File: src/rtl/core/lpr_pkg.sv
`timescale 1ns / 1ps
// ----------------------------------------------------------------------------
// lpr_pkg: shared types and constants for the LWE recovery core
// Field widths, step counts, register indexes, sequencer states and the
// load/step control bundle used by the serial datapath units.
// ----------------------------------------------------------------------------
package lpr_pkg;

    // Fixed field widths
    localparam int FIELD_W = 32;
    localparam int SCALE_W = 31;
    // Rounding numerator 2*d + scale needs two bits over a word
    localparam int NUM_W   = FIELD_W + 2;
    localparam int CNT_W   = 6;

    // Last step index of each serial phase
    localparam logic [CNT_W-1:0] WORD_LAST = CNT_W'(FIELD_W - 1);
    localparam logic [CNT_W-1:0] DIV_LAST  = CNT_W'(NUM_W - 1);

    typedef logic [FIELD_W-1:0] t_word;
    typedef logic [SCALE_W-1:0] t_scale;

    typedef enum logic [0:0] {
        REG_MODULUS = 1'b0,
        REG_SCALE   = 1'b1
    } t_reg_idx;

    typedef enum logic [2:0] {
        ST_IDLE,
        ST_REDUCE,
        ST_MUL,
        ST_ACC,
        ST_DIFF,
        ST_DIV,
        ST_DONE
    } t_state;

    typedef struct packed {
        logic load;
        logic step;
    } t_step_ctrl;

endpackage

File: src/rtl/core/lpr_intf.sv
`timescale 1ns / 1ps
// ----------------------------------------------------------------------------
// lpr_intf: channel interfaces of the LWE recovery core
// Input pair channel, result channel and register write channel, each a
// valid/ready handshake with a source and a sink modport.
// ----------------------------------------------------------------------------
interface lpr_item_if;
    logic           valid;
    logic           ready;
    lpr_pkg::t_word hint_value;
    lpr_pkg::t_word secret_value;
    lpr_pkg::t_word answer_value;
    logic           last;

    modport source (output valid, hint_value, secret_value, answer_value, last,
                    input ready);
    modport sink (input valid, hint_value, secret_value, answer_value, last,
                  output ready);
endinterface

interface lpr_result_if;
    logic           valid;
    logic           ready;
    lpr_pkg::t_word recovered_value;

    modport source (output valid, recovered_value, input ready);
    modport sink (input valid, recovered_value, output ready);
endinterface

interface lpr_cfg_if;
    logic              valid;
    logic              ready;
    lpr_pkg::t_reg_idx index;
    lpr_pkg::t_word    data;

    modport source (output valid, index, data, input ready);
    modport sink (input valid, index, data, output ready);
endinterface

File: src/rtl/core/lpr_reduce.sv
`timescale 1ns / 1ps
// ----------------------------------------------------------------------------
// lpr_reduce: bit-serial modular reduction lane
// Shifts a word in MSB first and keeps the running remainder below q with
// one compare and subtract per bit. The result is ready after one word.
// ----------------------------------------------------------------------------
module lpr_reduce #(
    parameter int MB = 32
) (
    input  logic                i_clk,
    input  lpr_pkg::t_step_ctrl i_ctrl,
    input  lpr_pkg::t_word      i_value,
    input  logic [MB:0]         i_q,
    output logic [MB-1:0]       o_res
);

    lpr_pkg::t_word r_shift, n_shift;
    logic [MB-1:0]  r_rem, n_rem;
    logic [MB:0]    w_trial;
    logic [MB:0]    w_sub;

    // Double the remainder, bring in the next bit, fold back below q
    always_comb begin
        w_trial = {r_rem, r_shift[lpr_pkg::FIELD_W-1]};
        w_sub   = w_trial - i_q;
        n_shift = r_shift;
        n_rem   = r_rem;
        if (i_ctrl.load) begin
            n_shift = i_value;
            n_rem   = '0;
        end else if (i_ctrl.step) begin
            n_shift = {r_shift[lpr_pkg::FIELD_W-2:0], 1'b0};
            n_rem   = (w_trial >= i_q) ? w_sub[MB-1:0] : w_trial[MB-1:0];
        end
    end

    always_ff @(posedge i_clk) begin
        r_shift <= n_shift;
        r_rem   <= n_rem;
    end

    assign o_res = r_rem;

endmodule

File: src/rtl/core/lpr_mulmod.sv
`timescale 1ns / 1ps
// ----------------------------------------------------------------------------
// lpr_mulmod: interleaved bit-serial modular multiplier
// Walks the multiplier word MSB first: double the partial product mod q,
// then add the reduced multiplicand mod q where the bit is set.
// ----------------------------------------------------------------------------
module lpr_mulmod #(
    parameter int MB = 32
) (
    input  logic                i_clk,
    input  lpr_pkg::t_step_ctrl i_ctrl,
    input  lpr_pkg::t_word      i_bits,
    input  logic [MB-1:0]       i_h,
    input  logic [MB:0]         i_q,
    output logic [MB-1:0]       o_prod
);

    lpr_pkg::t_word r_bits, n_bits;
    logic [MB-1:0]  r_p, n_p;
    logic [MB:0]    w_dbl, w_dbl_sub;
    logic [MB-1:0]  w_dbl_red;
    logic [MB:0]    w_add, w_add_sub;
    logic [MB-1:0]  w_add_red;

    // Double, reduce, then conditionally add the multiplicand and reduce
    always_comb begin
        w_dbl     = {r_p, 1'b0};
        w_dbl_sub = w_dbl - i_q;
        w_dbl_red = (w_dbl >= i_q) ? w_dbl_sub[MB-1:0] : w_dbl[MB-1:0];
        w_add     = {1'b0, w_dbl_red} + {1'b0, i_h};
        w_add_sub = w_add - i_q;
        w_add_red = (w_add >= i_q) ? w_add_sub[MB-1:0] : w_add[MB-1:0];
        n_bits    = r_bits;
        n_p       = r_p;
        if (i_ctrl.load) begin
            n_bits = i_bits;
            n_p    = '0;
        end else if (i_ctrl.step) begin
            n_bits = {r_bits[lpr_pkg::FIELD_W-2:0], 1'b0};
            n_p    = r_bits[lpr_pkg::FIELD_W-1] ? w_add_red : w_dbl_red;
        end
    end

    always_ff @(posedge i_clk) begin
        r_bits <= n_bits;
        r_p    <= n_p;
    end

    assign o_prod = r_p;

endmodule

File: src/rtl/core/lpr_round_div.sv
`timescale 1ns / 1ps
// ----------------------------------------------------------------------------
// lpr_round_div: bit-serial restoring divider for the final rounding
// Divides the rounding numerator by twice the scale, one quotient bit per
// cycle; quotient bits shift in behind the numerator bits.
// ----------------------------------------------------------------------------
module lpr_round_div (
    input  logic                       i_clk,
    input  lpr_pkg::t_step_ctrl        i_ctrl,
    input  logic [lpr_pkg::NUM_W-1:0]  i_num,
    input  lpr_pkg::t_word             i_den,
    output lpr_pkg::t_word             o_quot
);

    logic [lpr_pkg::NUM_W-1:0]   r_num, n_num;
    lpr_pkg::t_word              r_rem, n_rem;
    lpr_pkg::t_word              r_den, n_den;
    logic [lpr_pkg::FIELD_W:0]   w_trial, w_sub;
    logic                        w_ge;

    // Shift in the next numerator bit and subtract the divisor if it fits
    always_comb begin
        w_trial = {r_rem, r_num[lpr_pkg::NUM_W-1]};
        w_ge    = (w_trial >= {1'b0, r_den});
        w_sub   = w_trial - {1'b0, r_den};
        n_num   = r_num;
        n_rem   = r_rem;
        n_den   = r_den;
        if (i_ctrl.load) begin
            n_num = i_num;
            n_rem = '0;
            n_den = i_den;
        end else if (i_ctrl.step) begin
            n_num = {r_num[lpr_pkg::NUM_W-2:0], w_ge};
            n_rem = w_ge ? w_sub[lpr_pkg::FIELD_W-1:0] : w_trial[lpr_pkg::FIELD_W-1:0];
        end
    end

    always_ff @(posedge i_clk) begin
        r_num <= n_num;
        r_rem <= n_rem;
        r_den <= n_den;
    end

    assign o_quot = r_num[lpr_pkg::FIELD_W-1:0];

endmodule

File: src/rtl/core/lwe_pir_recover_core.sv
`timescale 1ns / 1ps
// ----------------------------------------------------------------------------
// lwe_pir_recover_core: LWE decryption with rounding, bit-serial datapath
// Accumulates a modular dot product of hint and secret pairs and, on the
// last pair of a row, rounds (answer - dot) mod q over the scale.
// ----------------------------------------------------------------------------
//
//  channel    dir  carries                                          request
//  i_item     in   hint_value, secret_value, answer_value, last     one pair
//  o_result   out  recovered_value                                  one value
//  i_cfg      in   index (modulus, scale), data                     one write
//
//  A pair that is not last runs serial reduction (hint, answer, accumulator in
//  parallel), interleaved modular multiply and an accumulate step, then
//  returns to idle for the next accept. A last pair adds a difference step,
//  a restoring divide and a handoff step; each unit retires one bit per cycle.
//  Synchronous active-low reset clears the sequencer, accumulator, result
//  valid and the registers (modulus all ones, scale one).
//  A result waiting in the output register does not block input; only a
//  new result finishing while the old one is still untaken holds the core.
// ----------------------------------------------------------------------------
module lwe_pir_recover_core #(
    parameter int MODULUS_BITS = 32
) (
    input  logic                 i_clk,
    input  logic                 i_rst_n,
    lpr_item_if.sink             i_item,
    lpr_result_if.source         o_result,
    lpr_cfg_if.sink              i_cfg
);

    localparam int MB = MODULUS_BITS;

    lpr_pkg::t_state     r_state, n_state;
    logic [lpr_pkg::CNT_W-1:0] r_cnt, n_cnt;
    logic [MB:0]         r_q;
    lpr_pkg::t_scale     r_scale;
    logic [MB-1:0]       r_acc;
    logic [MB-1:0]       r_dot;
    logic                r_last;
    logic                r_res_valid;
    lpr_pkg::t_word      r_res;

    lpr_pkg::t_step_ctrl w_red_ctrl, w_mul_ctrl, w_div_ctrl;
    logic                w_item_ready;
    logic                w_res_load;
    logic [MB-1:0]       w_hint_red, w_ans_red, w_acc_red, w_prod;
    logic [MB:0]         w_acc_sum, w_acc_sub;
    logic [MB-1:0]       w_acc_new;
    logic [MB:0]         w_diff, w_wrap;
    logic [MB-1:0]       w_d;
    logic [lpr_pkg::NUM_W-1:0] w_num;
    lpr_pkg::t_word      w_den;
    lpr_pkg::t_word      w_quot;
    logic [MB-1:0]       w_mod_low;
    lpr_pkg::t_scale     w_scale_low;

    // Serial units
    lpr_reduce #(.MB(MB)) u_red_hint (
        .i_clk   (i_clk),
        .i_ctrl  (w_red_ctrl),
        .i_value (i_item.hint_value),
        .i_q     (r_q),
        .o_res   (w_hint_red)
    );

    lpr_reduce #(.MB(MB)) u_red_ans (
        .i_clk   (i_clk),
        .i_ctrl  (w_red_ctrl),
        .i_value (i_item.answer_value),
        .i_q     (r_q),
        .o_res   (w_ans_red)
    );

    lpr_reduce #(.MB(MB)) u_red_acc (
        .i_clk   (i_clk),
        .i_ctrl  (w_red_ctrl),
        .i_value (lpr_pkg::FIELD_W'(r_acc)),
        .i_q     (r_q),
        .o_res   (w_acc_red)
    );

    lpr_mulmod #(.MB(MB)) u_mulmod (
        .i_clk   (i_clk),
        .i_ctrl  (w_mul_ctrl),
        .i_bits  (i_item.secret_value),
        .i_h     (w_hint_red),
        .i_q     (r_q),
        .o_prod  (w_prod)
    );

    lpr_round_div u_round_div (
        .i_clk   (i_clk),
        .i_ctrl  (w_div_ctrl),
        .i_num   (w_num),
        .i_den   (w_den),
        .o_quot  (w_quot)
    );

    // Accumulate the product, then form the difference and rounding operands
    always_comb begin
        w_acc_sum = {1'b0, w_acc_red} + {1'b0, w_prod};
        w_acc_sub = w_acc_sum - r_q;
        w_acc_new = (w_acc_sum >= r_q) ? w_acc_sub[MB-1:0] : w_acc_sum[MB-1:0];
        w_diff    = {1'b0, w_ans_red} - {1'b0, r_dot};
        w_wrap    = w_diff + r_q;
        w_d       = (w_ans_red >= r_dot) ? w_diff[MB-1:0] : w_wrap[MB-1:0];
        w_num     = lpr_pkg::NUM_W'({w_d, 1'b0}) + lpr_pkg::NUM_W'(r_scale);
        w_den     = {r_scale, 1'b0};
    end

    // Decode register writes: a zero modulus means 2^MB, a zero scale means one
    assign w_mod_low   = i_cfg.data[MB-1:0];
    assign w_scale_low = i_cfg.data[lpr_pkg::SCALE_W-1:0];
    assign i_cfg.ready = 1'b1;

    always_ff @(posedge i_clk) begin
        if (!i_rst_n) begin
            r_q     <= {1'b0, {MB{1'b1}}};
            r_scale <= lpr_pkg::t_scale'(1);
        end else if (i_cfg.valid) begin
            unique case (i_cfg.index)
                lpr_pkg::REG_MODULUS: begin
                    r_q <= (w_mod_low == '0) ? {1'b1, {MB{1'b0}}} : {1'b0, w_mod_low};
                end
                lpr_pkg::REG_SCALE: begin
                    r_scale <= (w_scale_low == '0) ? lpr_pkg::t_scale'(1) : w_scale_low;
                end
                default: begin
                end
            endcase
        end
    end

    // Sequencer state
    always_ff @(posedge i_clk) begin
        if (!i_rst_n) begin
            r_state <= lpr_pkg::ST_IDLE;
            r_cnt   <= '0;
        end else begin
            r_state <= n_state;
            r_cnt   <= n_cnt;
        end
    end

    // Next state and unit controls
    always_comb begin
        n_state      = r_state;
        n_cnt        = r_cnt;
        w_red_ctrl   = '0;
        w_mul_ctrl   = '0;
        w_div_ctrl   = '0;
        w_item_ready = 1'b0;
        w_res_load   = 1'b0;
        unique case (r_state)
            lpr_pkg::ST_IDLE: begin
                w_item_ready = 1'b1;
                if (i_item.valid) begin
                    w_red_ctrl.load = 1'b1;
                    w_mul_ctrl.load = 1'b1;
                    n_cnt           = '0;
                    n_state         = lpr_pkg::ST_REDUCE;
                end
            end
            lpr_pkg::ST_REDUCE: begin
                w_red_ctrl.step = 1'b1;
                n_cnt           = r_cnt + 1'b1;
                if (r_cnt == lpr_pkg::WORD_LAST) begin
                    n_cnt   = '0;
                    n_state = lpr_pkg::ST_MUL;
                end
            end
            lpr_pkg::ST_MUL: begin
                w_mul_ctrl.step = 1'b1;
                n_cnt           = r_cnt + 1'b1;
                if (r_cnt == lpr_pkg::WORD_LAST) begin
                    n_cnt   = '0;
                    n_state = lpr_pkg::ST_ACC;
                end
            end
            lpr_pkg::ST_ACC: begin
                n_state = r_last ? lpr_pkg::ST_DIFF : lpr_pkg::ST_IDLE;
            end
            lpr_pkg::ST_DIFF: begin
                w_div_ctrl.load = 1'b1;
                n_cnt           = '0;
                n_state         = lpr_pkg::ST_DIV;
            end
            lpr_pkg::ST_DIV: begin
                w_div_ctrl.step = 1'b1;
                n_cnt           = r_cnt + 1'b1;
                if (r_cnt == lpr_pkg::DIV_LAST) begin
                    n_cnt   = '0;
                    n_state = lpr_pkg::ST_DONE;
                end
            end
            lpr_pkg::ST_DONE: begin
                // Hold until the output register is free
                if (!r_res_valid || o_result.ready) begin
                    w_res_load = 1'b1;
                    n_state    = lpr_pkg::ST_IDLE;
                end
            end
            default: begin
                n_state = lpr_pkg::ST_IDLE;
            end
        endcase
    end

    assign i_item.ready = w_item_ready;

    // Accumulator: update after each pair, clear after the last of a row
    always_ff @(posedge i_clk) begin
        if (!i_rst_n) begin
            r_acc <= '0;
        end else if (r_state == lpr_pkg::ST_ACC) begin
            r_acc <= r_last ? '0 : w_acc_new;
        end
    end

    always_ff @(posedge i_clk) begin
        if (i_item.valid && w_item_ready) begin
            r_last <= i_item.last;
        end
        if (r_state == lpr_pkg::ST_ACC) begin
            r_dot <= w_acc_new;
        end
        if (w_res_load) begin
            r_res <= w_quot;
        end
    end

    // Output register
    always_ff @(posedge i_clk) begin
        if (!i_rst_n) begin
            r_res_valid <= 1'b0;
        end else if (w_res_load) begin
            r_res_valid <= 1'b1;
        end else if (o_result.ready) begin
            r_res_valid <= 1'b0;
        end
    end

    assign o_result.valid           = r_res_valid;
    assign o_result.recovered_value = r_res;

`ifndef SYNTHESIS
    // Accumulator stays below the modulus it was reduced against
    a_acc_below_q: assert property (@(posedge i_clk) disable iff (!i_rst_n)
        (r_state == lpr_pkg::ST_ACC) |=> ({1'b0, r_acc} < $past(r_q)))
        else $error("accumulator not reduced below q");

    // A row end leaves the accumulator cleared
    a_acc_cleared: assert property (@(posedge i_clk) disable iff (!i_rst_n)
        (r_state == lpr_pkg::ST_DIFF) |-> (r_acc == '0))
        else $error("accumulator not cleared after last pair");

    // A new result appears only from the handoff state
    a_res_source: assert property (@(posedge i_clk) disable iff (!i_rst_n)
        $rose(r_res_valid) |-> ($past(r_state) == lpr_pkg::ST_DONE))
        else $error("result raised outside handoff");

    // Divider never runs past its last step
    a_div_count: assert property (@(posedge i_clk) disable iff (!i_rst_n)
        (r_state == lpr_pkg::ST_DIV) |-> (r_cnt <= lpr_pkg::DIV_LAST))
        else $error("divider step count overrun");

    // Handoff never overwrites a result that was not taken
    a_no_overwrite: assert property (@(posedge i_clk) disable iff (!i_rst_n)
        (w_res_load && r_res_valid) |-> o_result.ready)
        else $error("pending result overwritten");
`endif

endmodule
File: src/flat_wrapper.sv
// flat-port wrapper written by rule: the top's interface ports become plain ports
module lwe_pir_recover_core_flat 
#(
    parameter int MODULUS_BITS = 32
)
  (i_clk, i_rst_n, i_item_valid, i_item_hint_value, i_item_secret_value, i_item_answer_value, i_item_last, i_item_ready, o_result_valid, o_result_recovered_value, o_result_ready, i_cfg_valid, i_cfg_index, i_cfg_data, i_cfg_ready);
  lpr_item_if i_item_i ();
  lpr_result_if o_result_i ();
  lpr_cfg_if i_cfg_i ();
  input  logic i_clk;
  input  logic i_rst_n;
  input wire logic [$bits(i_item_i.valid)-1:0] i_item_valid;
  input wire logic [$bits(i_item_i.hint_value)-1:0] i_item_hint_value;
  input wire logic [$bits(i_item_i.secret_value)-1:0] i_item_secret_value;
  input wire logic [$bits(i_item_i.answer_value)-1:0] i_item_answer_value;
  input wire logic [$bits(i_item_i.last)-1:0] i_item_last;
  output wire logic [$bits(i_item_i.ready)-1:0] i_item_ready;
  output wire logic [$bits(o_result_i.valid)-1:0] o_result_valid;
  output wire logic [$bits(o_result_i.recovered_value)-1:0] o_result_recovered_value;
  input wire logic [$bits(o_result_i.ready)-1:0] o_result_ready;
  input wire logic [$bits(i_cfg_i.valid)-1:0] i_cfg_valid;
  input wire logic [$bits(i_cfg_i.index)-1:0] i_cfg_index;
  input wire logic [$bits(i_cfg_i.data)-1:0] i_cfg_data;
  output wire logic [$bits(i_cfg_i.ready)-1:0] i_cfg_ready;
  assign i_item_i.valid = i_item_valid;
  assign i_item_i.hint_value = i_item_hint_value;
  assign i_item_i.secret_value = i_item_secret_value;
  assign i_item_i.answer_value = i_item_answer_value;
  assign i_item_i.last = i_item_last;
  assign i_item_ready = i_item_i.ready;
  assign o_result_valid = o_result_i.valid;
  assign o_result_recovered_value = o_result_i.recovered_value;
  assign o_result_i.ready = o_result_ready;
  assign i_cfg_i.valid = i_cfg_valid;
  assign i_cfg_i.index = i_cfg_index;
  assign i_cfg_i.data = i_cfg_data;
  assign i_cfg_ready = i_cfg_i.ready;
  lwe_pir_recover_core #(.MODULUS_BITS(MODULUS_BITS)) u_core (.i_clk(i_clk), .i_rst_n(i_rst_n), .i_item(i_item_i), .o_result(o_result_i), .i_cfg(i_cfg_i));
endmodule
File: config.mk
export PLATFORM = sky130hd
export DESIGN_NAME = lwe_pir_recover_core_flat
export DESIGN_NICKNAME = d
export VERILOG_FILES = /design/src/rtl/core/lpr_pkg.sv /design/src/rtl/core/lpr_intf.sv /design/src/rtl/core/lpr_reduce.sv /design/src/rtl/core/lpr_mulmod.sv /design/src/rtl/core/lpr_round_div.sv /design/src/rtl/core/lwe_pir_recover_core.sv /design/src/flat_wrapper.sv
export SDC_FILE = /design/constraint.sdc
export NUM_CORES = 2
export LEC_CHECK = 0
export BUFFER_PORTS_ARGS = -buffer_cell sky130_fd_sc_hd__clkbuf_2
export CAP_MARGIN = 20
export CORE_UTILIZATION = 64
export CTS_CLUSTER_DIAMETER = 80
export DETAILED_ROUTE_END_ITERATION = 8
export GPL_TIMING_DRIVEN = 0
export HOLD_SLACK_MARGIN = 0.1
export PLACE_DENSITY = 0.82
export SLEW_MARGIN = 10
export SYNTH_ARGS = -nofsm -noshare
export SYNTH_HDL_FRONTEND = slang
export SYNTH_SLANG_ARGS = --single-unit
File: constraint.sdc
create_clock -name i_clk -period 9.4 [get_ports i_clk]
set_input_delay 1.88 -clock i_clk [delete_from_list [all_inputs] [get_ports i_clk]]
set_output_delay 1.88 -clock i_clk [all_outputs]
set_load 0.01 [all_outputs]
==> impl_metrics.json <==
{
  "start_util": 0.648,
  "power_density_mw_per_mm2": 176,
  "hold_viol": 0,
  "seq_area_frac_synth": 0.326,
  "design.die.area_mm2": 0.0636,
  "start_kind": "register",
  "rsz0062_at_grt": "no",
  "max-clock-path-buffers": 3,
  "coreArea_mm2": 0.0618,
  "fin_ws_ns": 0.307,
  "pre_cts_slack_ns": -1.30,
  "timing.rr.start": "u_core.r_q[14]",
  "grt_overflow_total": 0,
  "synth_top_cell_by_area": "edfxtp_1",
  "cts.sinks": 524,
  "syn-num-nets": 5254,
  "crit_family": "compound AO/OA/AOI/OAI gates",
  "io_buffers": 168,
  "die_x_um": 252,
  "setup_viol": 0,
  "dp_hpwl_mm": 101,
  "nets": 5491,
  "multi_input_area_mm2": 0.0255,
  "slew_viol_final": 0,
  "grt_pass1_wl_mm": 195,
  "grt_start_max_net_pins": 65,
  "via_count": 37654,
  "crit_path_end_kind": "register",
  "leakage_nw": 20.3,
  "remaining_drc_errors": 0,
  "synthFlopType": "dfxtp_1",
  "path_max_fanout": 10,
  "crit_top_cell": "a31oi_1",
  "synthArstFlopShare": 0,
  "hp-class": "reg2reg",
  "ys_warn_count": 0,
  "synth-seq-cells": 524,
  "cts_tree": "done",
  "fillers": 4907,
  "ir_worst_vdd_mv": 0.156,
  "dr.pass1.iters": 6,
  "drt-total-wl_mm": 131,
  "power_mw": 7.80,
  "crit_start": "u_core.r_q[14]",
  "cts.htree.levels": 2,
  "syn_to_final_growth_pct": 10.5,
  "clkTransAtPathRegs_ns": 0.07,
  "cp_slowest_cell": "inv_1",
  "slowest_delay_ns": 0.57,
  "hold_start": "u_core.u_round_div.r_num[3]",
  "fmax_mhz": 110,
  "drv_cap": 0,
  "synthTopCellsByCount": "nand2_1, ha_1, o21ai_0, a21oi_1, dfxtp_1",
  "first_iter_violations": 3746,
  "drive_gt1_frac": 0.0827,
  "synth-edff-count": 258,
  "grt_pass1_vias": 34574,
  "path_buf_inv": 5,
  "finClkSkew_ns": 0.0334,
  "syn_avg_cell_area_um2": 8.49,
  "synth.area.top_cells": "edfxtp_1, dfxtp_1, ha_1",
  "die_y_um": 252,
  "clk_latency_ns": 0.64,
  "synth_cell_types": 96,
  "synth_top_area_frac": 0.193,
  "grt_usage": 0.400,
  "netlist_area_mm2": 0.0401,
  "ant_nets": 0,
  "worst-setup-path-type": "reg2reg",
  "postCtsHoldBufs": 0,
  "antenna_found_initial": 2,
  "seqCellArea_mm2": 0.0131,
  "routedWlPerCell_um": 22.4,
  "synth_most_common_cell": "nand2_1",
  "root_buffer": "clkbuf_16",
  "cp_data_arrival_time_ns": 9.63,
  "outcome": "complete, no violations",
  "syn_inst": 4719,
  "via_per_inst": 6.44,
  "fin_crit_sh": 0.967,
  "period_needed_ns": 9.09,
  "num_rows": 91,
  "numCtsBuffers": 57,
  "gp_routability_congestion": 1.02,
  "ios": 170,
  "timing.hold.ws_ns": 0.452,
  "tightest_slew_ns": 1.18,
  "required_ns": 9.94,
  "relSlewSlack": 0.211
}
-- cells in the final DEF (no fill, tap or decap), types with 33 or more instances in the layout --
cell | synthesis | final
mux2i_1 | 83 | 83
and3_1 | 34 | 34
nor2b_1 | 77 | 77
clkbuf_16 | 0 | 58
o211ai_1 | 75 | 75
nand2b_1 | 51 | 51
a21o_1 | 175 | 175
dfxtp_1 | 266 | 264
xnor2_1 | 192 | 192
nand2_1 | 831 | 830
o21bai_1 | 43 | 43
ha_1 | 388 | 388
nand3_1 | 106 | 106
inv_1 | 213 | 209
a21boi_0 | 47 | 47
clkbuf_1 | 140 | 137
mux2_2 | 33 | 33
a31oi_1 | 57 | 56
edfxtp_1 | 258 | 258
o21ai_0 | 356 | 356
a21oi_1 | 316 | 316
o31ai_1 | 34 | 33
nor2_1 | 202 | 201
nand4_1 | 38 | 38
o21a_1 | 41 | 41
xor2_1 | 129 | 129
clkbuf_2 | 0 | 174
nor3_1 | 60 | 58
a211oi_1 | 39 | 38
-- area by class of cell --
type,count,share of cell area
buffer,168,0.0154
antenna,4,0.000226
inverter,216,0.0184
multi-input combinational,3809,0.577
tap,837,0.0236
timing repair buffer,180,0.0226
clock inverter,38,0.0127
clock buffer,70,0.0350
sequential,524,0.295
-- path summary, 6_finish.rpt --
check	endpoint	slack [ns]	cells past startpoint
worst max-delay path	u_core.u_mulmod.o_prod[8]	0.31	35
worst min-delay path	u_core.o_result.recovered_value[3]	0.45	0
worst max register to register	u_core.u_mulmod.o_prod[8]	0.31	35
worst min register to register	u_core.o_result.recovered_value[3]	0.45	0
-- worst register-to-register path: cells and delay by family (launching register included) --
family	cells	cell delay (ns)
flops	1	0.32
simple gates	8	1.47
compound gates	18	4.43
xor+xnor	1	0.20
buf+inv	5	1.63
fa+ha+maj	3	0.94
-- routing by layer --
| layer | track usage | vias to the layer above | wire length (um) |
|---|---|---|---|
| met5 | 0 | - | 0 |
| li1 | - | 17664 | - |
| met3 | 0.0770 | 480 | 13000 |
| met1 | 0.500 | 17557 | 51000 |
| met4 | 0.269 | 0 | 9810 |
| met2 | 0.627 | 1953 | 57200 |
-- report_power, final --
group          internal (mW)  total, mW  switching (mW)
clock network           1.54       2.54            1.01
logic                  0.840       2.38            1.54
registers               2.72       2.88           0.154
-- registers in the layout, indices dropped and copies added (netlist names), 32 cells and up --
signal	flops
u_core.u_red_hint.o_res	32
u_core.u_red_ans.r_shift	32
u_core.u_mulmod.o_prod	32
u_core.u_red_acc.r_shift	32
u_core.r_q	33
u_core.u_red_hint.r_shift	32
u_core.u_round_div.r_rem	32
u_core.r_acc	32
u_core.u_round_div.r_num	34
u_core.u_red_acc.o_res	32
u_core.u_mulmod.r_bits	32
u_core.r_dot	32
u_core.u_red_ans.o_res	32
u_core.o_result.recovered_value	32
-- repair_timing --
item | in CTS | in global routing
pin swaps | 1 | 1
buffers inserted | 3 | 1
endpoints found under the setup margin | 32 | 32
gates resized for setup | 9 | 12
-- per-stage QoR --
stage | cells | area, um2 | util | setup TNS (ns)
2_1_floorplan | 4719 | 40100 | - | 0
3_3_place_gp | 5724 | 42000 | 0.679 | -29.44
3_5_place_dp | 5731 | 42100 | 0.681 | -33.47
4_1_cts | 5841 | 44200 | 0.715 | 0
5_1_grt | 5842 | 44300 | 0.716 | 0
6_report | 5846 | 44300 | 0.716 | 0
-- kinds of logic (layout without fill, tap and decap cells) --
kind of cell	count (synthesis)	count (layout)	share of synthesized area
muxes	118	118	0.0306
DFF	524	524	0.326
other	1	5	0.0000936
buffers and inverters	386	672	0.0372
AOI/OAI and AO/OA	1421	1421	0.233
and+or+nand+nor	1547	1547	0.175
xor gates and xnor gates	322	322	0.0707
adders and majority gates	400	400	0.127
(Power assumes the default switching activity.)
